### src/rtl/csmg_pkg.sv
// Shared constants for the channel select mask generator.
package csmg_pkg;

  // Field and register widths.
  localparam int SLOT_W    = 16;
  localparam int KO_W      = 4;
  localparam int DIM_W     = 7;
  localparam int CHAN_W    = 12;
  localparam int COUNT_W   = 17;
  localparam int CFG_IDX_W = 3;
  localparam int CFG_W     = 17;
  localparam int IN_DATA_W = 16;
  localparam int OUT_DATA_W = 24;

  // Derived geometry widths.
  localparam int ROW_LEN_W   = KO_W + DIM_W;        // ko * wo
  localparam int PLANE_LEN_W = 2 * ROW_LEN_W;       // ko * ho * ko * wo
  localparam int KK_W        = 2 * KO_W;            // ko * ko
  localparam int HI_W        = KK_W + DIM_W;        // ko * ko * plane
  localparam int LO_W        = 2 * KO_W;            // ko * (row mod ko) + col mod ko

  // Largest slot count the layout may use.
  localparam int MAX_SLOTS = 65536;

  // Register indexes of the configuration port.
  localparam logic [CFG_IDX_W-1:0] REG_GROUP_FACTOR   = 3'd0;
  localparam logic [CFG_IDX_W-1:0] REG_OUT_HEIGHT     = 3'd1;
  localparam logic [CFG_IDX_W-1:0] REG_OUT_WIDTH      = 3'd2;
  localparam logic [CFG_IDX_W-1:0] REG_PLANE_COUNT    = 3'd3;
  localparam logic [CFG_IDX_W-1:0] REG_TARGET_CHANNEL = 3'd4;
  localparam logic [CFG_IDX_W-1:0] REG_SLOT_COUNT     = 3'd5;

endpackage

### src/rtl/csmg_div.sv
// Pipelined restoring divider, one quotient bit per stage, with a static divisor.
module csmg_div #(
  parameter int NUM_W = 16,
  parameter int DEN_W = 22,
  parameter int TAG_W = 1
) (
  input  logic             clk,
  input  logic             rst,
  input  logic             en,
  input  logic             in_valid,
  input  logic [NUM_W-1:0] num,
  input  logic [DEN_W-1:0] den,
  input  logic [TAG_W-1:0] tag_in,
  output logic             out_valid,
  output logic [NUM_W-1:0] quo,
  output logic [DEN_W-1:0] rem,
  output logic [TAG_W-1:0] tag_out
);

  // Stage i holds the partial remainder and a word whose upper bits are the
  // dividend bits still to come and whose lower bits are quotient bits so far.
  logic             valid [1:NUM_W];
  logic [DEN_W-1:0] rem_s [1:NUM_W];
  logic [NUM_W-1:0] q_s   [1:NUM_W];
  logic [TAG_W-1:0] tag_s [1:NUM_W];

  for (genvar i = 0; i < NUM_W; i++) begin : g_stage
    logic             valid_p;
    logic [DEN_W-1:0] rem_p;
    logic [NUM_W-1:0] q_p;
    logic [TAG_W-1:0] tag_p;
    logic [DEN_W:0]   trial;
    logic [DEN_W:0]   diff;
    logic             ge;

    if (i == 0) begin : g_first
      assign valid_p = in_valid;
      assign rem_p   = '0;
      assign q_p     = num;
      assign tag_p   = tag_in;
    end else begin : g_rest
      assign valid_p = valid[i];
      assign rem_p   = rem_s[i];
      assign q_p     = q_s[i];
      assign tag_p   = tag_s[i];
    end

    assign trial = {rem_p, q_p[NUM_W-1]};
    assign diff  = trial - {1'b0, den};
    assign ge    = (trial >= {1'b0, den});

    always_ff @(posedge clk) begin
      if (rst) begin
        valid[i+1] <= 1'b0;
      end else if (en) begin
        valid[i+1] <= valid_p;
      end
    end

    always_ff @(posedge clk) begin
      if (en) begin
        rem_s[i+1] <= ge ? diff[DEN_W-1:0] : trial[DEN_W-1:0];
        q_s[i+1]   <= {q_p[NUM_W-2:0], ge};
        tag_s[i+1] <= tag_p;
      end
    end
  end

  assign out_valid = valid[NUM_W];
  assign quo       = q_s[NUM_W];
  assign rem       = rem_s[NUM_W];
  assign tag_out   = tag_s[NUM_W];

endmodule

### src/rtl/channel_select_mask_generator_unit.sv
// Top level of the channel select mask generator: config registers and slot pipeline.
//
// The block classifies one slot of a multiplexed-packed ciphertext layout per
// request and reports whether the slot carries the configured target channel.
// Requests enter on the s_axis channel (slot index in tdata) and results leave
// on the m_axis channel (slot echo and selected flag in tdata), one result per
// request and in request order.
// Geometry and the target are written through the cfg port while the block is
// idle; the derived lengths (ko*wo, ko*ho*ko*wo, ko*ko) are registered, the plane
// length from registered ko*ho and ko*wo, which the front of the pipeline covers
// before any divider reads them. The slot is split by four chained pipelined
// dividers (plane, row and column, row mod ko, column mod ko), each producing one
// quotient bit per stage, so a request passes 16 + 16 + 16 + 11 divider stages
// plus four other register stages on its way to a valid result.
// Throughput is one request per cycle: every stage advances together whenever
// the output register is empty or being taken.
// When the receiver holds m_axis_tready low with a result waiting, the whole
// pipeline freezes and s_axis_tready drops; nothing is lost or repeated.
// Synchronous reset clears all valid bits and returns the registers to a 1x1
// layout with one plane, target channel 0 and a slot count of 65536.
module channel_select_mask_generator_unit #(
  parameter int MAX_SLOTS = csmg_pkg::MAX_SLOTS
) (
  input  logic                               clk,
  input  logic                               rst,
  // Request channel. tdata: slot_index[15:0].
  input  logic                               s_axis_tvalid,
  output logic                               s_axis_tready,
  input  logic [csmg_pkg::IN_DATA_W-1:0]     s_axis_tdata,
  // Result channel. tdata: slot_echo[15:0], selected[16], zeros above.
  output logic                               m_axis_tvalid,
  input  logic                               m_axis_tready,
  output logic [csmg_pkg::OUT_DATA_W-1:0]    m_axis_tdata,
  // Configuration write port.
  input  logic                               cfg_we,
  input  logic [csmg_pkg::CFG_IDX_W-1:0]     cfg_index,
  input  logic [csmg_pkg::CFG_W-1:0]         cfg_data
);

  localparam int SLOT_W = csmg_pkg::SLOT_W;
  localparam int KO_W   = csmg_pkg::KO_W;
  localparam int DIM_W  = csmg_pkg::DIM_W;
  localparam int RL_W   = csmg_pkg::ROW_LEN_W;
  localparam int PL_W   = csmg_pkg::PLANE_LEN_W;
  localparam int T1_W   = SLOT_W + 1;
  localparam int T2_W   = SLOT_W + 1 + DIM_W;
  localparam int T3_W   = T2_W + RL_W;
  localparam int T4_W   = T2_W + KO_W;

  // Configuration registers.
  logic [KO_W-1:0]              group_factor;
  logic [DIM_W-1:0]             out_height;
  logic [DIM_W-1:0]             out_width;
  logic [DIM_W-1:0]             plane_count;
  logic [csmg_pkg::CHAN_W-1:0]  target_channel;
  logic [csmg_pkg::COUNT_W-1:0] slot_count;

  always_ff @(posedge clk) begin
    if (rst) begin
      group_factor   <= KO_W'(1);
      out_height     <= DIM_W'(1);
      out_width      <= DIM_W'(1);
      plane_count    <= DIM_W'(1);
      target_channel <= '0;
      slot_count     <= csmg_pkg::COUNT_W'(csmg_pkg::MAX_SLOTS);
    end else if (cfg_we) begin
      case (cfg_index)
        csmg_pkg::REG_GROUP_FACTOR:   group_factor   <= cfg_data[KO_W-1:0];
        csmg_pkg::REG_OUT_HEIGHT:     out_height     <= cfg_data[DIM_W-1:0];
        csmg_pkg::REG_OUT_WIDTH:      out_width      <= cfg_data[DIM_W-1:0];
        csmg_pkg::REG_PLANE_COUNT:    plane_count    <= cfg_data[DIM_W-1:0];
        csmg_pkg::REG_TARGET_CHANNEL: target_channel <= cfg_data[csmg_pkg::CHAN_W-1:0];
        csmg_pkg::REG_SLOT_COUNT:     slot_count     <= cfg_data;
        default: ;
      endcase
    end
  end

  // Derived geometry, recomputed every cycle. The plane length needs two
  // multiplications, so it takes a second register level.
  logic [RL_W-1:0]              row_len;
  logic [RL_W-1:0]              ko_ho;
  logic [csmg_pkg::KK_W-1:0]    ko_sq;
  logic [PL_W-1:0]              plane_len;

  always_ff @(posedge clk) begin
    row_len   <= RL_W'(group_factor) * RL_W'(out_width);
    ko_ho     <= RL_W'(group_factor) * RL_W'(out_height);
    ko_sq     <= csmg_pkg::KK_W'(group_factor) * csmg_pkg::KK_W'(group_factor);
    plane_len <= PL_W'(ko_ho) * PL_W'(row_len);
  end

  // A layout with any zero dimension or no planes selects nothing.
  logic zero_geom;
  assign zero_geom = (group_factor == '0) || (out_height == '0) ||
                     (out_width == '0) || (plane_count == '0);

  // The whole pipeline moves together unless a result is waiting.
  logic en;
  logic sel_next;
  assign en            = !m_axis_tvalid || m_axis_tready;
  assign s_axis_tready = en;

  // Front stages: capture the slot, then flag out-of-range slots.
  logic              s0_valid;
  logic [SLOT_W-1:0] s0_slot;
  logic              s1_valid;
  logic [SLOT_W-1:0] s1_slot;
  logic              s1_bad;

  always_ff @(posedge clk) begin
    if (rst) begin
      s0_valid <= 1'b0;
      s1_valid <= 1'b0;
    end else if (en) begin
      s0_valid <= s_axis_tvalid;
      s1_valid <= s0_valid;
    end
  end

  always_ff @(posedge clk) begin
    if (en) begin
      s0_slot <= s_axis_tdata[SLOT_W-1:0];
      s1_slot <= s0_slot;
      s1_bad  <= zero_geom ||
                 ({1'b0, s0_slot} >= slot_count) ||
                 (32'(s0_slot) >= MAX_SLOTS);
    end
  end

  // Plane and remainder within the plane.
  logic              d1_valid;
  logic [SLOT_W-1:0] d1_quo;
  logic [PL_W-1:0]   d1_rem;
  logic [T1_W-1:0]   d1_tag;

  csmg_div #(.NUM_W(SLOT_W), .DEN_W(PL_W), .TAG_W(T1_W)) u_div_plane (
    .clk       (clk),
    .rst       (rst),
    .en        (en),
    .in_valid  (s1_valid),
    .num       (s1_slot),
    .den       (plane_len),
    .tag_in    ({s1_slot, s1_bad}),
    .out_valid (d1_valid),
    .quo       (d1_quo),
    .rem       (d1_rem),
    .tag_out   (d1_tag)
  );

  // A plane past the plane count is never selected. When it is not, the
  // plane fits the plane count width.
  logic bad1;
  assign bad1 = d1_tag[0] || (d1_quo >= SLOT_W'(plane_count));

  // Row and column within the plane.
  logic              d2_valid;
  logic [SLOT_W-1:0] d2_quo;
  logic [RL_W-1:0]   d2_rem;
  logic [T2_W-1:0]   d2_tag;

  csmg_div #(.NUM_W(SLOT_W), .DEN_W(RL_W), .TAG_W(T2_W)) u_div_row (
    .clk       (clk),
    .rst       (rst),
    .en        (en),
    .in_valid  (d1_valid),
    .num       (d1_rem[SLOT_W-1:0]),
    .den       (row_len),
    .tag_in    ({d1_tag[T1_W-1:1], bad1, d1_quo[DIM_W-1:0]}),
    .out_valid (d2_valid),
    .quo       (d2_quo),
    .rem       (d2_rem),
    .tag_out   (d2_tag)
  );

  // Row modulo ko; the column rides along in the tag.
  logic            d3_valid;
  logic [KO_W-1:0] d3_rem;
  logic [T3_W-1:0] d3_tag;

  csmg_div #(.NUM_W(SLOT_W), .DEN_W(KO_W), .TAG_W(T3_W)) u_div_row_mod (
    .clk       (clk),
    .rst       (rst),
    .en        (en),
    .in_valid  (d2_valid),
    .num       (d2_quo),
    .den       (group_factor),
    .tag_in    ({d2_tag, d2_rem}),
    .out_valid (d3_valid),
    .quo       (),
    .rem       (d3_rem),
    .tag_out   (d3_tag)
  );

  // Column modulo ko.
  logic            d4_valid;
  logic [KO_W-1:0] d4_rem;
  logic [T4_W-1:0] d4_tag;

  csmg_div #(.NUM_W(RL_W), .DEN_W(KO_W), .TAG_W(T4_W)) u_div_col_mod (
    .clk       (clk),
    .rst       (rst),
    .en        (en),
    .in_valid  (d3_valid),
    .num       (d3_tag[RL_W-1:0]),
    .den       (group_factor),
    .tag_in    ({d3_tag[T3_W-1:RL_W], d3_rem}),
    .out_valid (d4_valid),
    .quo       (),
    .rem       (d4_rem),
    .tag_out   (d4_tag)
  );

  // Channel index parts: ko*ko*plane and ko*(row mod ko) + col mod ko.
  logic                      m_valid;
  logic [SLOT_W-1:0]         m_slot;
  logic                      m_bad;
  logic [csmg_pkg::HI_W-1:0] m_hi;
  logic [csmg_pkg::LO_W-1:0] m_lo;

  always_ff @(posedge clk) begin
    if (rst) begin
      m_valid <= 1'b0;
    end else if (en) begin
      m_valid <= d4_valid;
    end
  end

  always_ff @(posedge clk) begin
    if (en) begin
      m_slot <= d4_tag[T4_W-1:T4_W-SLOT_W];
      m_bad  <= d4_tag[KO_W+DIM_W];
      m_hi   <= csmg_pkg::HI_W'(ko_sq) * csmg_pkg::HI_W'(d4_tag[KO_W+DIM_W-1:KO_W]);
      m_lo   <= csmg_pkg::LO_W'(group_factor) * csmg_pkg::LO_W'(d4_tag[KO_W-1:0]) +
                csmg_pkg::LO_W'(d4_rem);
    end
  end

  // Final compare against the target, straight into the output register.
  assign sel_next = !m_bad &&
                    ((SLOT_W'(m_hi) + SLOT_W'(m_lo)) == SLOT_W'(target_channel));

  logic [SLOT_W-1:0] out_slot;
  logic              out_sel;

  always_ff @(posedge clk) begin
    if (rst) begin
      m_axis_tvalid <= 1'b0;
    end else if (en) begin
      m_axis_tvalid <= m_valid;
    end
  end

  always_ff @(posedge clk) begin
    if (en) begin
      out_slot <= m_slot;
      out_sel  <= sel_next;
    end
  end

  assign m_axis_tdata = {(csmg_pkg::OUT_DATA_W - SLOT_W - 1)'(0), out_sel, out_slot};

endmodule

### config.mk
export PLATFORM = sky130hd
export DESIGN_NAME = channel_select_mask_generator_unit
export DESIGN_NICKNAME = d
export VERILOG_FILES = /design/src/rtl/csmg_pkg.sv /design/src/rtl/csmg_div.sv /design/src/rtl/channel_select_mask_generator_unit.sv
export SDC_FILE = /design/constraint.sdc
export NUM_CORES = 2
export LEC_CHECK = 0
export ABC_AREA = 1
export BUFFER_PORTS_ARGS = -buffer_cell sky130_fd_sc_hd__buf_4
export CORE_ASPECT_RATIO = 1.1
export CORE_MARGIN = 10
export CORE_UTILIZATION = 50
export CTS_CLUSTER_SIZE = 12
export DETAILED_ROUTE_END_ITERATION = 8
export HOLD_SLACK_MARGIN = 0.06
export MAX_ROUTING_LAYER = met4
export PLACE_DENSITY_LB_ADDON = 0.12
export SLEW_MARGIN = 20
export SYNTH_ARGS = -nofsm -noshare
export SYNTH_HDL_FRONTEND = slang
export SYNTH_SLANG_ARGS = --single-unit
### constraint.sdc
create_clock -name clk -period 198.2 [get_ports clk]
set_input_delay 39.64 -clock clk [delete_from_list [all_inputs] [get_ports clk]]
set_output_delay 39.64 -clock clk [all_outputs]
set_load 0.02 [all_outputs]
Word level (Yosys, flattened, before mapping)
Memories as Yosys holds them, arrays and structs flattened. A register that Yosys moved wholly into a read port is not among the register bits.
Index checks and enable logic that the tools add are counted.
- memories: 16
- memory bits (writable): 3108
- output and inout bits: 26
- input port bits: 41
- register bits: 199
- memories (name ; depth ; bits a word ; rd ports ; clocked after memory_dff ; wr ports ; RTL line ; RTL):
    u_div_row_mod.tag_s ; 16 ; 35 ; 16 ; 0 ; 16 ; csmg_div.sv:25 ; logic [TAG_W-1:0] tag_s [1:NUM_W];
    u_div_row.tag_s ; 16 ; 24 ; 16 ; 0 ; 16 ; csmg_div.sv:25 ;
    u_div_plane.rem_s ; 16 ; 22 ; 16 ; 0 ; 16 ; csmg_div.sv:23 ; logic [DEN_W-1:0] rem_s [1:NUM_W];
    u_div_col_mod.tag_s ; 11 ; 28 ; 11 ; 0 ; 11 ; csmg_div.sv:25 ;
    u_div_plane.tag_s ; 16 ; 17 ; 16 ; 0 ; 16 ; csmg_div.sv:25 ;
    u_div_plane.q_s ; 16 ; 16 ; 16 ; 0 ; 16 ; csmg_div.sv:24 ; logic [NUM_W-1:0] q_s [1:NUM_W];
    10 more memories ; -- ; -- ; -- ; -- ; -- ; -- ;
- order comparisons: 61
- bitwise operators: 59
- equal/unequal tests: 6
- mux-type cells: 124
- add/subtract/negate cells: 61
- multipliers: 6
- reduce and logical (&&, ||, !) cells: 20
- operator list (cell ; number):
    22-bit 2-to-1 mux ; 16
    23-bit by 22-bit greater-or-equal comparator with 1-bit output ; 15
    22-bit subtractor ; 15
    12-bit by 11-bit greater-or-equal comparator with 1-bit output ; 15
    11-bit 2-to-1 mux ; 16
    11-bit subtractor ; 15
    5-bit by 4-bit greater-or-equal comparator with 1-bit output ; 25
    4-bit 2-to-1 mux ; 27
    4-bit subtractor ; 25
    1-bit 2-to-1 mux ; 65
    1-bit bitwise OR ; 59
    1-bit by 22-bit greater-or-equal comparator with 1-bit output ; 1
    11-bit by 11-bit multiplier with 22-bit output ; 1
    4-bit by 7-bit multiplier with 11-bit output ; 2
    1-bit by 22-bit subtractor with 22-bit output ; 1
    7-bit logical NOT ; 3
    16-bit by 17-bit greater-or-equal comparator with 1-bit output ; 1
    15-bit by 8-bit adder with 16-bit output ; 1
    16-bit by 12-bit equality test with 1-bit output ; 1
    16-bit by 7-bit greater-or-equal comparator with 1-bit output ; 1
    4-bit by 4-bit multiplier with 8-bit output ; 2
    8-bit by 7-bit multiplier with 15-bit output ; 1
    2-bit AND reduction ; 6
    1-bit by 11-bit greater-or-equal comparator with 1-bit output ; 1
    other kinds (12) ; 22

Logic depth before layout (Yosys ltp)
- depth in word-level cells: 6
- depth in mapped cells: 22
- gate-level depth less buffers: 21

Modules after synthesis
A second synthesis with hierarchy kept.
- cell total of the unflattened synthesis: 14285
- area, all modules: 157969.0 µm²
- modules (own cells, without submodules) (module ; area each (µm²) ; instances ; cells an instance ; sequential area each (µm²)):
    csmg_div (u_div_plane) ; 56211.4 ; 1 ; 6881 ; 26905.8
    csmg_div (u_div_row) ; 38710.9 ; 1 ; 3228 ; 24984.0
    csmg_div (u_div_row_mod) ; 30609.4 ; 1 ; 1491 ; 26905.8
    csmg_div (u_div_col_mod) ; 17047.6 ; 1 ; 889 ; 14533.9
    channel_select_mask_generator_unit ; 15389.8 ; 1 ; 1796 ; 4884.7

Least setup slack after synthesis
Ideal clock, no wire load.
- kind: in2out
- from: in m_axis_tready
- to: out s_axis_tready
- stages on the path: 2
- arrival time: 93.563 ns
- path buffers: 0
- data required time: 158.560 ns
- slack: 64.997 ns
- cells stage by stage: nor2_1 inv_1
- cells in the longest elaborated chain, start to end: 1
- ends and longest elaborated chain (element ; RTL line ; RTL):
    start, declared ; channel_select_mask_generator_unit.sv:32 ; input logic m_axis_tready,
    1-bit logical OR ; channel_select_mask_generator_unit.sv:101 ; assign en = !m_axis_tvalid || m_axis_tready;
    end, declared ; channel_select_mask_generator_unit.sv:28 ; output logic s_axis_tready,
Every way passes these cells.

Final worst setup path
Same ends and word-level chain as after synthesis.

==> run metrics <==
outcome complete, no violations; # port buffers 59; final core occ 0.556; Detailed Routing Iterations Pass 1 7; Least-Margin Pin Slew 1.13 ns; Synth Cell Area 0.136 mm^2; net switching share of the total power 0.351; simple-gate share of the synthesized area 0.123; Clock Tree Buf Depth 4; P per Cell Area 16.3 mW/mm^2; Compound-Gate Fraction of Synth Area 0.0628; final hold vios 0; share of cells above drive strength 1 0.0536; Post-CTS Setup Repair Bufs 0; Initial Utilization 0.503; CTS clock-pin slew for the worst setup and hold paths 0.06 ns; worst setup margin 117.88 ns; Top FF cell, synth edfxtp_1; Final Skew 0.0848 ns; Iteration-0 DRC Markers 6,205; routed vias/inst 5.34; routed wire length 311,000 um; H-tree depth 5; post_cts resized 0; die area 0.294 mm^2; final-report setup violation count 0; Static Leak 0.0607 uW; slowest stage cell, crit path nor2_1; CP max stage delay 0.37 ns; placed cell count 14,900; Tot Pwr 2450 uW; # DRC 0; Setup Crit Path Kind in -> out; CTS buffer count 318; WP data required 158.56 ns; vias 82,000; IO Count 67; Tmin final 80.32 ns; WP data arrival 40.68 ns; post-place setup slack 117.85 ns; post-synthesis mux area share 0; Synth Area per Inst 12.1 um^2; die height 567 um; clock sinks 2,979; Post-Synth XOR/XNOR Area 0.0282; Hold Path Cell Cnt 0; critical path's most frequent cell buf_4; max-slew violations 0; asr flop ratio synth 0; CP startpoint kind input pin; CTS tree built; main combinational cell family by area after synthesis simple AND/OR/NAND/NOR gates; Avg WL per Cell 20.3 um; Non-Filler Instances 15,400; Post-Synth Adder-Cell Area 0.0990; vias in the first global route 81,400; RSZ-0062 raised after global routing no; Die Wd 517 um; Worst Path Max Fanout 34; Nets 12,600; register area share after synthesis 0.649; FP Rows 200; GPL Wtd Cong 0.917; first-pass GRT wire length 476,000 um; Fmax 0.0125 GHz; Slew HR 0.241; Core Box Area 0.271 mm^2; register bit total from synthesis 2,979; Setup TNS Final 0 ns; Mapped Cells 11,200; worst-path cell chain buf_4 -> nor2_1 -> inv_8 -> buf_4; P_sw 860 uW; Reg power frac 0.435; Yosys cell types 56; Area Growth Syn to Fin 10.5%; CTS hold repair buffers 0; clock root buffer clkbuf_16; Peak VDD IR 10.4 uV; R2R depth 8; Max-Cap Viols 0; pin count of the biggest net entering global routing 199; Yosys Warn Count 0; antenna violations before repair 9; Comb pwr share 0.343; number of enable flip-flop cells after synthesis 2,870; Total GRT Usage 0.214; Critical Path Sink Type output port; Pint 1590 uW; Overflow after GRT 0; clock network power share 0.223; Worst-Skew Late Latency 0.86 ns; post-route clock period utilization 0.405; HPWL after DPL 217,000 um; Routed Antenna Nets 0; min-delay worst type reg -> reg
[worst paths after layout]
check / slack [ns] / start / end
setup / recovery: 117.88 / m_axis_tready / s_axis_tready
hold reg to reg: 0.36 / u_div_row.tag_s[0][202] / u_div_row.tag_s[0][226]
setup reg to reg: 192.79 / m_axis_tvalid / u_div_plane.rem_s[0][244]
hold / removal: 0.36 / u_div_row.tag_s[0][202] / u_div_row.tag_s[0][226]
[power groups by stage]
stage	Sequential (uW)	Combinational, uW	Clock, uW
5_1_grt	1080	951	589
2_1_floorplan	1020	629	0
3_5_place_dp	1080	834	0
3_3_place_gp	1070	826	0
6_report	1060	839	546
4_1_cts	1070	841	564
[worst max-delay path, delay by kind of cell]
family        cells  cell delay [ns]
simple gates      1             0.37
buf+inv           3             0.60
[synth_stat cells (all sizes together), types with 12 or more instances]
cell,instances,area [um^2]
a211o,26,228
a21boi,12,90.1
a21o,96,721
a21oi,977,4950
a31oi,34,213
buf,99,659
clkbuf,57,214
dfxtp,109,2180
edfxtp,2870,86200
fa,189,3780
ha,775,9700
inv,1150,4320
nand2,1872,7090
nand3,502,2510
nand3b,55,413
nand4,181,1170
nor2,1201,4510
nor3,124,626
nor4,22,144
o21a,26,195
o21ai,328,1670
o21bai,38,285
or2,27,169
xnor2,207,1810
xor2,232,2030
[sequential cells by signal (all words and copies together), names as in the netlist, 17 cells and up]
signal / flops
plane_len: 22
u_div_col_mod.rem_s: 44
u_div_row.q_s: 256
u_div_plane.q_s: 256
u_div_plane.rem_s: 346
u_div_row_mod.q_s: 120
u_div_col_mod.q_s: 55
u_div_col_mod.tag_s: 308
u_div_row.tag_s: 384
u_div_row_mod.tag_s: 560
u_div_row.rem_s: 176
u_div_row_mod.rem_s: 64
u_div_plane.tag_s: 152
slot_count: 17
[layout make-up]
| cell class | count | area [um^2] |
|---|---|---|
| fill | 22500 | 120000 |
| clock buffer | 392 | 8440 |
| timing repair buffer | 145 | 1140 |
| multi-input combinational | 6966 | 42600 |
| inverter | 1150 | 4320 |
| tap | 3636 | 4550 |
| sequential | 2979 | 88400 |
| antenna | 5 | 12.5 |
| clock inverter | 95 | 933 |
[layer usage]
metal  vias up  GRT usage  share of wire
li1      40000          -              -
met1     39800      0.263           0.42
met2      1691      0.362           0.50
met3       548     0.0283          0.041
met4         0     0.0808          0.042
met5         -          -              0
[kinds of logic (layout without fill, tap and decap cells)]
logic type,count (synthesis),count (layout)
fa+ha+maj,964,964
buf+inv,1306,1782
compound gates,1562,1562
xor+xnor,439,439
other cells,2,15
simple gates,3991,3991
flops,2979,2979
[through the flow]
stage | instance area [um^2] | hold slack, ns
floorplan | 136000 | 0.400
global placement | 141000 | 0.400
detailed placement | 141000 | 0.405
CTS | 150000 | 0.359
global route | 150000 | 0.367
finish | 150000 | 0.364
[cells in the final DEF (no fill, tap or decap), types with 10 or more instances in the layout]
cell       synthesis  final
a211o_1           26     26
a21boi_0          12     12
a21o_1            96     96
a21oi_1          962    962
a21oi_2           14     14
a31oi_1           34     34
buf_4             22    139
bufinv_16          0     13
clkbuf_1          57     63
clkbuf_16          0    326
clkinv_1           0     39
clkinv_2           0     23
conb_1             2     10
dfxtp_1          109    106
edfxtp_1        2870   2870
fa_1             189    189
ha_1             775    775
inv_1           1150   1129
inv_2              0     16
nand2_1         1857   1855
nand2_2           11     12
nand3_1          502    502
nand3b_1          55     55
nand4_1          175    175
nor2_1          1200   1199
nor3_1           123    122
nor4_1            21     21
o21a_1            26     26
o21ai_0          303    303
o21ai_1           20     20
o21bai_1          38     38
or2_2             25     25
xnor2_1          207    207
xor2_1           232    232
Note: power is estimated with default switching activity, not from simulation.
